==> src/hdl/abd_pkg.sv <==
// Types and constants shared by the adaptive beat detector.
// No dependencies.
`timescale 1ns / 1ps
package abd_pkg;

    localparam int unsigned SAMPLE_W = 16;
    localparam int unsigned LEVEL_W  = 25;
    localparam int unsigned THR_W    = 24;
    localparam int unsigned STR_W    = 16;
    localparam int unsigned RATE_W   = 17;
    localparam int unsigned CNT_W    = 7;
    localparam int unsigned DIV_W    = 34;

    localparam logic [STR_W-1:0]  STRENGTH_MAX = 16'hFFFF;
    localparam logic [THR_W-1:0]  THR_RESET    = 24'd25600;
    localparam logic [CNT_W-1:0]  HALVE_AT     = 7'd100;
    localparam logic [RATE_W-1:0] RATE_ONE     = 17'd65536;
    localparam logic [7:0]        LPF_RESET    = 8'd1;
    localparam logic [RATE_W-1:0] TARGET_RESET = 17'd6554;

    localparam logic REG_LPF    = 1'b0;
    localparam logic REG_TARGET = 1'b1;

    typedef struct packed {
        logic signed [SAMPLE_W-1:0] sample;
        logic                       last_in_frame;
    } in_word_t;

    typedef struct packed {
        logic [STR_W-1:0]  beat_strength;
        logic              beat_found;
        logic [RATE_W-1:0] beat_rate;
        logic [THR_W-1:0]  new_threshold;
    } out_word_t;

    typedef struct packed {
        logic load;        // capture sample, form numerator
        logic div_start;   // start divider (level, step or rate)
        logic rate_done;   // latch rate quotient
        logic level_done;  // latch level, form step
        logic strength_add;
        logic frame_count; // update counts
        logic rate_div;
        logic finish;      // form threshold, output word
    } abd_cmd_t;

    typedef struct packed {
        logic div_busy;
        logic need_step_div;
        logic last;
    } abd_sts_t;

endpackage

==> src/hdl/abd_divider.sv <==
// Restoring unsigned divider, one quotient bit per cycle.
// Uses abd_pkg.
`timescale 1ns / 1ps
module abd_divider
    import abd_pkg::*;
(
    input  logic             clk,
    input  logic             rst_n,
    input  logic             start,
    input  logic [DIV_W-1:0] dividend,
    input  logic [THR_W-1:0] divisor,
    output logic             busy,
    output logic [DIV_W-1:0] quotient
);
    localparam int unsigned CW = $clog2(DIV_W + 1);

    logic [DIV_W-1:0] q_reg, q_next;
    logic [THR_W:0]   rem_reg, rem_next;
    logic [THR_W-1:0] dvs_reg;
    logic [CW-1:0]    cnt_reg, cnt_next;
    logic [THR_W+1:0] trial;

    always_comb
    begin
        q_next   = q_reg;
        rem_next = rem_reg;
        cnt_next = cnt_reg;
        trial    = {rem_reg, q_reg[DIV_W-1]} - {2'b00, dvs_reg};
        if (cnt_reg != '0)
        begin
            if (!trial[THR_W+1])
            begin
                rem_next = trial[THR_W:0];
                q_next   = {q_reg[DIV_W-2:0], 1'b1};
            end
            else
            begin
                rem_next = {rem_reg[THR_W-1:0], q_reg[DIV_W-1]};
                q_next   = {q_reg[DIV_W-2:0], 1'b0};
            end
            cnt_next = cnt_reg - 1'b1;
        end
    end

    always_ff @(posedge clk or negedge rst_n)
    begin
        if (!rst_n)
            cnt_reg <= '0;
        else if (start)
            cnt_reg <= CW'(DIV_W);
        else
            cnt_reg <= cnt_next;
    end

    always_ff @(posedge clk)
    begin
        if (start)
        begin
            q_reg   <= dividend;
            rem_reg <= '0;
            dvs_reg <= divisor;
        end
        else
        begin
            q_reg   <= q_next;
            rem_reg <= rem_next;
        end
    end

    assign busy     = (cnt_reg != '0);
    assign quotient = q_reg;
endmodule

==> src/hdl/abd_datapath.sv <==
// Datapath: level filter, strength sum, frame counts, threshold adaptation.
// Uses abd_pkg and abd_divider.
`timescale 1ns / 1ps
module abd_datapath
    import abd_pkg::*;
(
    input  logic              clk,
    input  logic              rst_n,
    input  abd_cmd_t          cmd,
    output abd_sts_t          sts,
    input  in_word_t          in_word,
    input  logic [7:0]        lpf,
    input  logic [RATE_W-1:0] target,
    output out_word_t         result
);
    logic signed [LEVEL_W-1:0] level_reg;
    logic [STR_W-1:0]          str_reg;
    logic [THR_W-1:0]          thr_reg;
    logic [CNT_W-1:0]          fc_reg, dc_reg;
    logic                      last_reg;
    logic                      neg_reg;
    logic [DIV_W-1:0]          mag_reg;
    logic [THR_W-1:0]          dvs_reg;
    logic [LEVEL_W:0]          step_reg;
    logic [RATE_W-1:0]         rate_reg;
    out_word_t                 result_reg;

    logic [8:0]                div_l;
    logic signed [DIV_W-1:0]   num;
    logic                      div_busy;
    logic [DIV_W-1:0]          quot;
    logic signed [LEVEL_W-1:0] new_level;
    logic signed [LEVEL_W:0]   diff;
    logic [STR_W:0]            sum;
    logic [CNT_W-1:0]          fc_inc, dc_inc;
    logic [RATE_W-1:0]         tgt;
    logic signed [36:0]        thr16;
    logic [THR_W-1:0]          thr_new;
    logic [DIV_W-1:0]          step_ext;

    // (div-1)*prev fits in 33 bits plus sign
    always_comb
    begin
        div_l = (lpf == 8'd0) ? 9'd1 : {1'b0, lpf};
        num   = DIV_W'($signed({in_word.sample, 8'b0}))
              + DIV_W'($signed({1'b0, div_l - 9'd1})) * DIV_W'(level_reg);
    end

    abd_divider u_div (
        .clk      (clk),
        .rst_n    (rst_n),
        .start    (cmd.div_start),
        .dividend (mag_reg),
        .divisor  (dvs_reg),
        .busy     (div_busy),
        .quotient (quot)
    );

    assign new_level = neg_reg ? -LEVEL_W'(quot) : LEVEL_W'(quot);
    assign diff      = {new_level[LEVEL_W-1], new_level} - {level_reg[LEVEL_W-1], level_reg};
    assign step_ext  = DIV_W'(step_reg);
    assign sum       = {1'b0, str_reg} + {1'b0, (quot > DIV_W'(STRENGTH_MAX))
                                                ? STRENGTH_MAX : quot[STR_W-1:0]};

    always_comb
    begin
        fc_inc = fc_reg + 1'b1;
        dc_inc = (str_reg != '0) ? dc_reg + 1'b1 : dc_reg;
        tgt    = (target > RATE_ONE) ? RATE_ONE : target;
        thr16  = $signed({5'b0, thr_reg, 8'b0})
               - 37'sd10 * ($signed({20'b0, tgt}) - $signed({20'b0, rate_reg}));
        // clamp at zero, saturate above the threshold range
        if (thr16 < 0)
            thr_new = '0;
        else if (thr16[36:THR_W+8] != '0)
            thr_new = {THR_W{1'b1}};
        else
            thr_new = thr16[THR_W+7:8];
    end

    always_ff @(posedge clk or negedge rst_n)
    begin
        if (!rst_n)
        begin
            level_reg <= '0;
            str_reg   <= '0;
            thr_reg   <= THR_RESET;
            fc_reg    <= '0;
            dc_reg    <= '0;
        end
        else
        begin
            if (cmd.level_done)
                level_reg <= new_level;
            if (cmd.strength_add)
                str_reg <= sum[STR_W] ? STRENGTH_MAX : sum[STR_W-1:0];
            if (cmd.frame_count)
            begin
                if (fc_inc >= HALVE_AT)
                begin
                    fc_reg <= fc_inc >> 1;
                    dc_reg <= dc_inc >> 1;
                end
                else
                begin
                    fc_reg <= fc_inc;
                    dc_reg <= dc_inc;
                end
            end
            if (cmd.finish)
            begin
                str_reg <= '0;
                thr_reg <= thr_new;
            end
        end
    end

    always_ff @(posedge clk)
    begin
        if (cmd.load)
        begin
            last_reg <= in_word.last_in_frame;
            neg_reg  <= num[DIV_W-1];
            mag_reg  <= num[DIV_W-1] ? -num : num;
            dvs_reg  <= THR_W'(div_l);
        end
        if (cmd.level_done)
        begin
            step_reg <= diff[LEVEL_W] ? -diff : diff;
            neg_reg  <= 1'b0;
            // zero threshold: quotient saturates, divider gives all ones
            mag_reg  <= DIV_W'(diff[LEVEL_W] ? -diff : diff);
            dvs_reg  <= thr_reg;
        end
        if (cmd.rate_div)
        begin
            mag_reg <= DIV_W'({fc_reg != '0 ? dc_reg : 7'd0, 16'b0});
            dvs_reg <= (fc_reg == '0) ? THR_W'(1) : THR_W'(fc_reg);
        end
        if (cmd.rate_done)
            rate_reg <= (quot > DIV_W'(RATE_ONE)) ? RATE_ONE : quot[RATE_W-1:0];
        if (cmd.finish)
        begin
            result_reg.beat_strength <= str_reg;
            result_reg.beat_found    <= (str_reg != '0);
            result_reg.beat_rate     <= rate_reg;
            result_reg.new_threshold <= thr_new;
        end
    end

    assign sts.div_busy      = div_busy;
    assign sts.need_step_div = (step_ext != '0) && (step_ext > DIV_W'(thr_reg));
    assign sts.last          = last_reg;
    assign result            = result_reg;
endmodule

==> src/hdl/abd_ctrl.sv <==
// Controller sequencing one sample through the shared divider.
// Uses abd_pkg.
`timescale 1ns / 1ps
module abd_ctrl
    import abd_pkg::*;
(
    input  logic     clk,
    input  logic     rst_n,
    input  logic     in_valid,
    output logic     in_ready,
    output logic     out_valid,
    input  logic     out_ready,
    input  abd_sts_t sts,
    output abd_cmd_t cmd
);
    typedef enum logic [9:0] {
        S_IDLE   = 10'b0000000001,
        S_LVL    = 10'b0000000010,
        S_LWAIT  = 10'b0000000100,
        S_STEP   = 10'b0000001000,
        S_SWAIT  = 10'b0000010000,
        S_CNT    = 10'b0000100000,
        S_RATE   = 10'b0001000000,
        S_RGO    = 10'b0010000000,
        S_RWAIT  = 10'b0100000000,
        S_FIN    = 10'b1000000000
    } state_t;

    state_t state_reg, state_next;
    logic   ov_reg, ov_next;

    always_comb
    begin
        state_next = state_reg;
        cmd        = '0;
        ov_next    = ov_reg && !out_ready;
        unique case (state_reg)
            S_IDLE:
                if (in_valid)
                begin
                    cmd.load   = 1'b1;
                    state_next = S_LVL;
                end
            S_LVL:
            begin
                cmd.div_start = 1'b1;
                state_next    = S_LWAIT;
            end
            S_LWAIT:
                if (!sts.div_busy)
                begin
                    cmd.level_done = 1'b1;
                    state_next     = S_STEP;
                end
            S_STEP:
                if (sts.need_step_div)
                begin
                    cmd.div_start = 1'b1;
                    state_next    = S_SWAIT;
                end
                else
                    state_next = sts.last ? S_CNT : S_IDLE;
            S_SWAIT:
                if (!sts.div_busy)
                begin
                    cmd.strength_add = 1'b1;
                    state_next       = sts.last ? S_CNT : S_IDLE;
                end
            S_CNT:
            begin
                cmd.frame_count = 1'b1;
                state_next      = S_RATE;
            end
            S_RATE:
            begin
                cmd.rate_div = 1'b1;
                state_next   = S_RGO;
            end
            // rate operands are loaded, start the division
            S_RGO:
            begin
                cmd.div_start = 1'b1;
                state_next    = S_RWAIT;
            end
            S_RWAIT:
                if (!sts.div_busy)
                begin
                    cmd.rate_done = 1'b1;
                    state_next    = S_FIN;
                end
            S_FIN:
                // hold until the output register is free or being taken
                if (!ov_reg || out_ready)
                begin
                    cmd.finish = 1'b1;
                    ov_next    = 1'b1;
                    state_next = S_IDLE;
                end
            default:
                state_next = S_IDLE;
        endcase
    end

    always_ff @(posedge clk or negedge rst_n)
    begin
        if (!rst_n)
        begin
            state_reg <= S_IDLE;
            ov_reg    <= 1'b0;
        end
        else
        begin
            state_reg <= state_next;
            ov_reg    <= ov_next;
        end
    end

    assign in_ready  = (state_reg == S_IDLE);
    assign out_valid = ov_reg;
endmodule

==> src/hdl/adaptive_beat_detector_core.sv <==
// Top level of the adaptive beat detector.
// Uses abd_pkg, abd_ctrl, abd_datapath.
//
// Channels: input words (sample, last_in_frame) on in_valid/in_ready;
// one result word per frame on out_valid/out_ready; register writes on
// cfg_valid/cfg_ready (index 0 lowpass_factor, 1 beat_rate_target),
// always ready; write registers only while no word is in flight.
// One sample at a time: each accepted sample is loaded, runs a filter
// division in the shared restoring divider, has its level latched and its
// step checked; a second division forms the strength increment when the
// level step exceeds the threshold.
// A frame's last sample adds the count update and a rate division; its
// result word becomes valid in the same cycle that in_ready returns.
// Results sit in an output register; the next samples are accepted while
// a result waits, and only the next frame end holds until the word is taken.
// Reset clears level, strength, counts, threshold to 100.0 and registers
// to their defaults.
`timescale 1ns / 1ps
module adaptive_beat_detector_core
    import abd_pkg::*;
(
    input  logic              clk,
    input  logic              rst_n,
    input  logic              in_valid,
    output logic              in_ready,
    input  in_word_t          in_data,
    output logic              out_valid,
    input  logic              out_ready,
    output out_word_t         out_data,
    input  logic              cfg_valid,
    output logic              cfg_ready,
    input  logic              cfg_index,
    input  logic [RATE_W-1:0] cfg_data
);
    logic [7:0]        lpf_reg;
    logic [RATE_W-1:0] tgt_reg;
    abd_cmd_t          cmd;
    abd_sts_t          sts;

    assign cfg_ready = 1'b1;

    always_ff @(posedge clk or negedge rst_n)
    begin
        if (!rst_n)
        begin
            lpf_reg <= LPF_RESET;
            tgt_reg <= TARGET_RESET;
        end
        else if (cfg_valid)
        begin
            unique case (cfg_index)
                REG_LPF:    lpf_reg <= cfg_data[7:0];
                REG_TARGET: tgt_reg <= cfg_data;
                default:    ;
            endcase
        end
    end

    abd_ctrl u_ctrl (
        .clk       (clk),
        .rst_n     (rst_n),
        .in_valid  (in_valid),
        .in_ready  (in_ready),
        .out_valid (out_valid),
        .out_ready (out_ready),
        .sts       (sts),
        .cmd       (cmd)
    );

    abd_datapath u_dp (
        .clk     (clk),
        .rst_n   (rst_n),
        .cmd     (cmd),
        .sts     (sts),
        .in_word (in_data),
        .lpf     (lpf_reg),
        .target  (tgt_reg),
        .result  (out_data)
    );
endmodule

==> config.mk <==
export PLATFORM = sky130hd
export DESIGN_NAME = adaptive_beat_detector_core
export DESIGN_NICKNAME = d
export VERILOG_FILES = /design/src/hdl/abd_pkg.sv /design/src/hdl/abd_divider.sv /design/src/hdl/abd_datapath.sv /design/src/hdl/abd_ctrl.sv /design/src/hdl/adaptive_beat_detector_core.sv
export SDC_FILE = /design/constraint.sdc
export NUM_CORES = 2
export LEC_CHECK = 0
export ABC_CLOCK_PERIOD_IN_PS = 18000
export BUFFER_PORTS_ARGS = -buffer_cell sky130_fd_sc_hd__buf_2
export CORE_UTILIZATION = 50
export DETAILED_ROUTE_END_ITERATION = 10
export PLACE_DENSITY = 0.76
export SLEW_MARGIN = 20
export SYNTH_ARGS = -nofsm -noshare
export SYNTH_HDL_FRONTEND = slang
export SYNTH_SLANG_ARGS = --single-unit
==> constraint.sdc <==
create_clock -name clk -period 18 [get_ports clk]
set_input_delay 0.9 -clock clk [delete_from_list [all_inputs] [get_ports clk]]
set_output_delay 0.9 -clock clk [all_outputs]
set_load 0.01 [all_outputs]
==> results.toml <==
[run_status]
outcome = "completed"

[clock_network]
clkSlewWorstSetupHoldPaths_ps = 60
cts_setup_buffers = 0
cts_buffers = 40
postCtsHoldBufs = 0
clock_path_buffers = 3
cts_root_buffer = "clkbuf_16"
cts_resized = 0
cts_num_sinks = 365
htree_levels = 2
insertion_delay_ps = 580
cts_tree = "yes"

[run]
maxCapViolCount = 0

[grt]
use_met3_pct = 2.95
grt_use_met2_pct = 43.6
grt_pass1_vias = 25702
grt_pass1_wl_mm = 137
grt_max_degree = 86
antenna_found_initial = 0
grt-ovfl-total = 0
use_met1_pct = 33.5
track_usage_pct = 25.7
top_usage_layer = "met2"

[synth]
synth-seq-area-share_pct = 30.1
ys_seq_elements = 365
synth.area.top_cells = "edfxtp_1 18%, fa_1 13%, ha_1 9.6%"
async_flop_share_pct = 33.2
syn_area_per_cell_um2 = 9.32
syn-instance-count = 3503
synthesis.area_mm2 = 0.0327
yosysUniqueCellTypes = 118
syn_nets = 4005
synth_edf_count = 191
ys_warn_count = 0
synth.largest_area_cell = "edfxtp_1"
synthFlopType = "edfxtp_1"
netlist.area_leader.share_pct = 17.6

[timing]
fin_crit_ps = 9020
finalSetupTns_ps = 0
setup-violations-final = 0
slew_viol_final = 0
rsz0062_at_grt = "false"
fmax_ghz = 0.111
worstMarginPinSlew_ps = 1100
timing.final.crit_share_pct = 50.1
maxSlewHeadroom_pct = 26.4
fin_skew_ps = 20.3
final_hold_viol_count = 0

[cells_and_area]
largest_reg_flops = 58
fillers = 5694
drive_gt1_share_pct = 10.2
areaGrowthSynthToFinish_pct = 8.04
finalNonFillerCells = 4424
utilization_pct = 54.7
num_antenna_cells = 0
fin_nets = 4039
design_area_mm2 = 0.0353

[detailed_routing]
drc_errors = 0
drt-total-wl_mm = 84.6
antenna_left = 0
vias = 25787
dr.pass1.iters = 5
first_iter_violations = 1979
post_drt_wl_per_cell_um = 19.1
via_per_inst = 5.83

[floorplan]
die_w_um = 258
core-area_mm2 = 0.0645
rows = 93
start_util_pct = 50.7
die_area_mm2 = 0.0664
io_pins = 101
die_h_um = 258

[worst_setup_path]
critPathCaptureType = "flip-flop"
max_stage_delay_ps = 580
worstPathMaxFanout = 30
r2r_slack_ps = 8980
setup.worst_path.class = "reg -> reg"
worstPathArrival_ps = 9330
cp_top_family = "adder cells"
r2r_end = "u_dp.mag_reg[22]"
r2r_start = "lpf_reg[3]"
worstSetupStartpointType = "flip-flop"
crit_top_cell = "fa_1"
reg2reg_depth = 29
critPathSlowestCell = "o31ai_1"
critPathBufInv = 6
cp_data_required_time_ps = 18310

[min_path]
hp-class = "in -> async"

[place]
gp_congestion = 0.942
dp_cells = 4350
io_buffers = 99
dp_hpwl_mm = 65.6
place_area_mm2 = 0.0340
[cell type report]
| type | instances | area, um^2 | share of cell area, % |
|---|---|---|---|
| well taps | 855 | 1070 | 3.03 |
| multi-input cells | 2574 | 20700 | 58.7 |
| inverters | 427 | 1600 | 4.54 |
| flip-flops and latches | 365 | 9840 | 27.9 |
| clock buffers | 55 | 1130 | 3.20 |
| repair buffers | 129 | 723 | 2.05 |
| clock inverters | 19 | 204 | 0.578 |
[routing by layer]
layer	part of all wire [%]	vias to the layer above	wire length (um)
li1	-	12135	-
met2	48	955	40200
met1	42	12499	35800
met3	6.0	198	5050
met4	4.1	0	3490
met5	0	-	0
[cells in the final DEF, fill, tap and decap left out, drive strengths merged, types with 129 or more instances in the layout]
cell type  count
fa           212
nor2         215
a21oi        210
xnor2        133
nand2        357
buf          129
edfxtp       191
o21ai        173
inv          426
ha           250
[Yosys cell counts (all sizes together) (6+ instances only)]
cell type	count
o211ai	26
ha	250
a311oi	8
nand4	16
a21boi	8
dfxtp	53
edfxtp	191
o21ai	173
o211a	10
a22oi	14
inv	424
nand3	50
nor3b	6
o21a	36
mux2i	36
nand2	357
nand2b	56
dfrtp	109
or2	11
fa	212
xnor2	133
or3	26
dfstp	12
nor3	54
clkbuf	109
a2111oi	6
a41oi	6
nor2	215
nand3b	8
a21oi	210
a21o	61
and3	23
or4	8
and2	98
mux2	63
nor4	59
o22ai	13
o31ai	46
nor2b	46
o21bai	20
o2111ai	8
xor2	70
buf	28
a211oi	22
a31oi	28
[logic make-up (layout without fill, tap and decap cells)]
logic type / after synthesis / after routing / synth area share, %
simple gates: 1059 / 1059 / 16.3
compound gates: 750 / 750 / 15.4
buf+inv: 564 / 630 / 6.67
fa+ha+maj: 462 / 462 / 22.6
flops: 365 / 365 / 30.1
xor+xnor: 203 / 203 / 5.65
mux: 99 / 99 / 3.28
other cells: 1 / 1 / 0.0115
[stage by stage]
step | worst slack (ps) | hold WS, ps
after floorplan | 9950 | 400
after global placement | 9280 | 401
after detailed placement | 9130 | 405
after CTS | 9080 | 417
after global routing | 8490 | 426
final | 8980 | 420
[worst max path at each step]
stage / startpoint / endpoint / slack (ps) / depth (start not counted)
2_1_floorplan: lpf_reg[6] / u_dp.mag_reg[22] / 9950 / 30
3_3_place_gp: lpf_reg[3] / u_dp.mag_reg[22] / 9280 / 29
3_5_place_dp: lpf_reg[3] / u_dp.mag_reg[22] / 9130 / 29
4_1_cts: lpf_reg[3] / u_dp.mag_reg[22] / 9080 / 29
5_1_grt: lpf_reg[3] / u_dp.mag_reg[22] / 8490 / 29
6_report: lpf_reg[3] / u_dp.mag_reg[22] / 8980 / 29
Power is left out: the tool's default activity adds up to more than one toggle a clock period on the data nets, which glitch-free logic cannot reach.
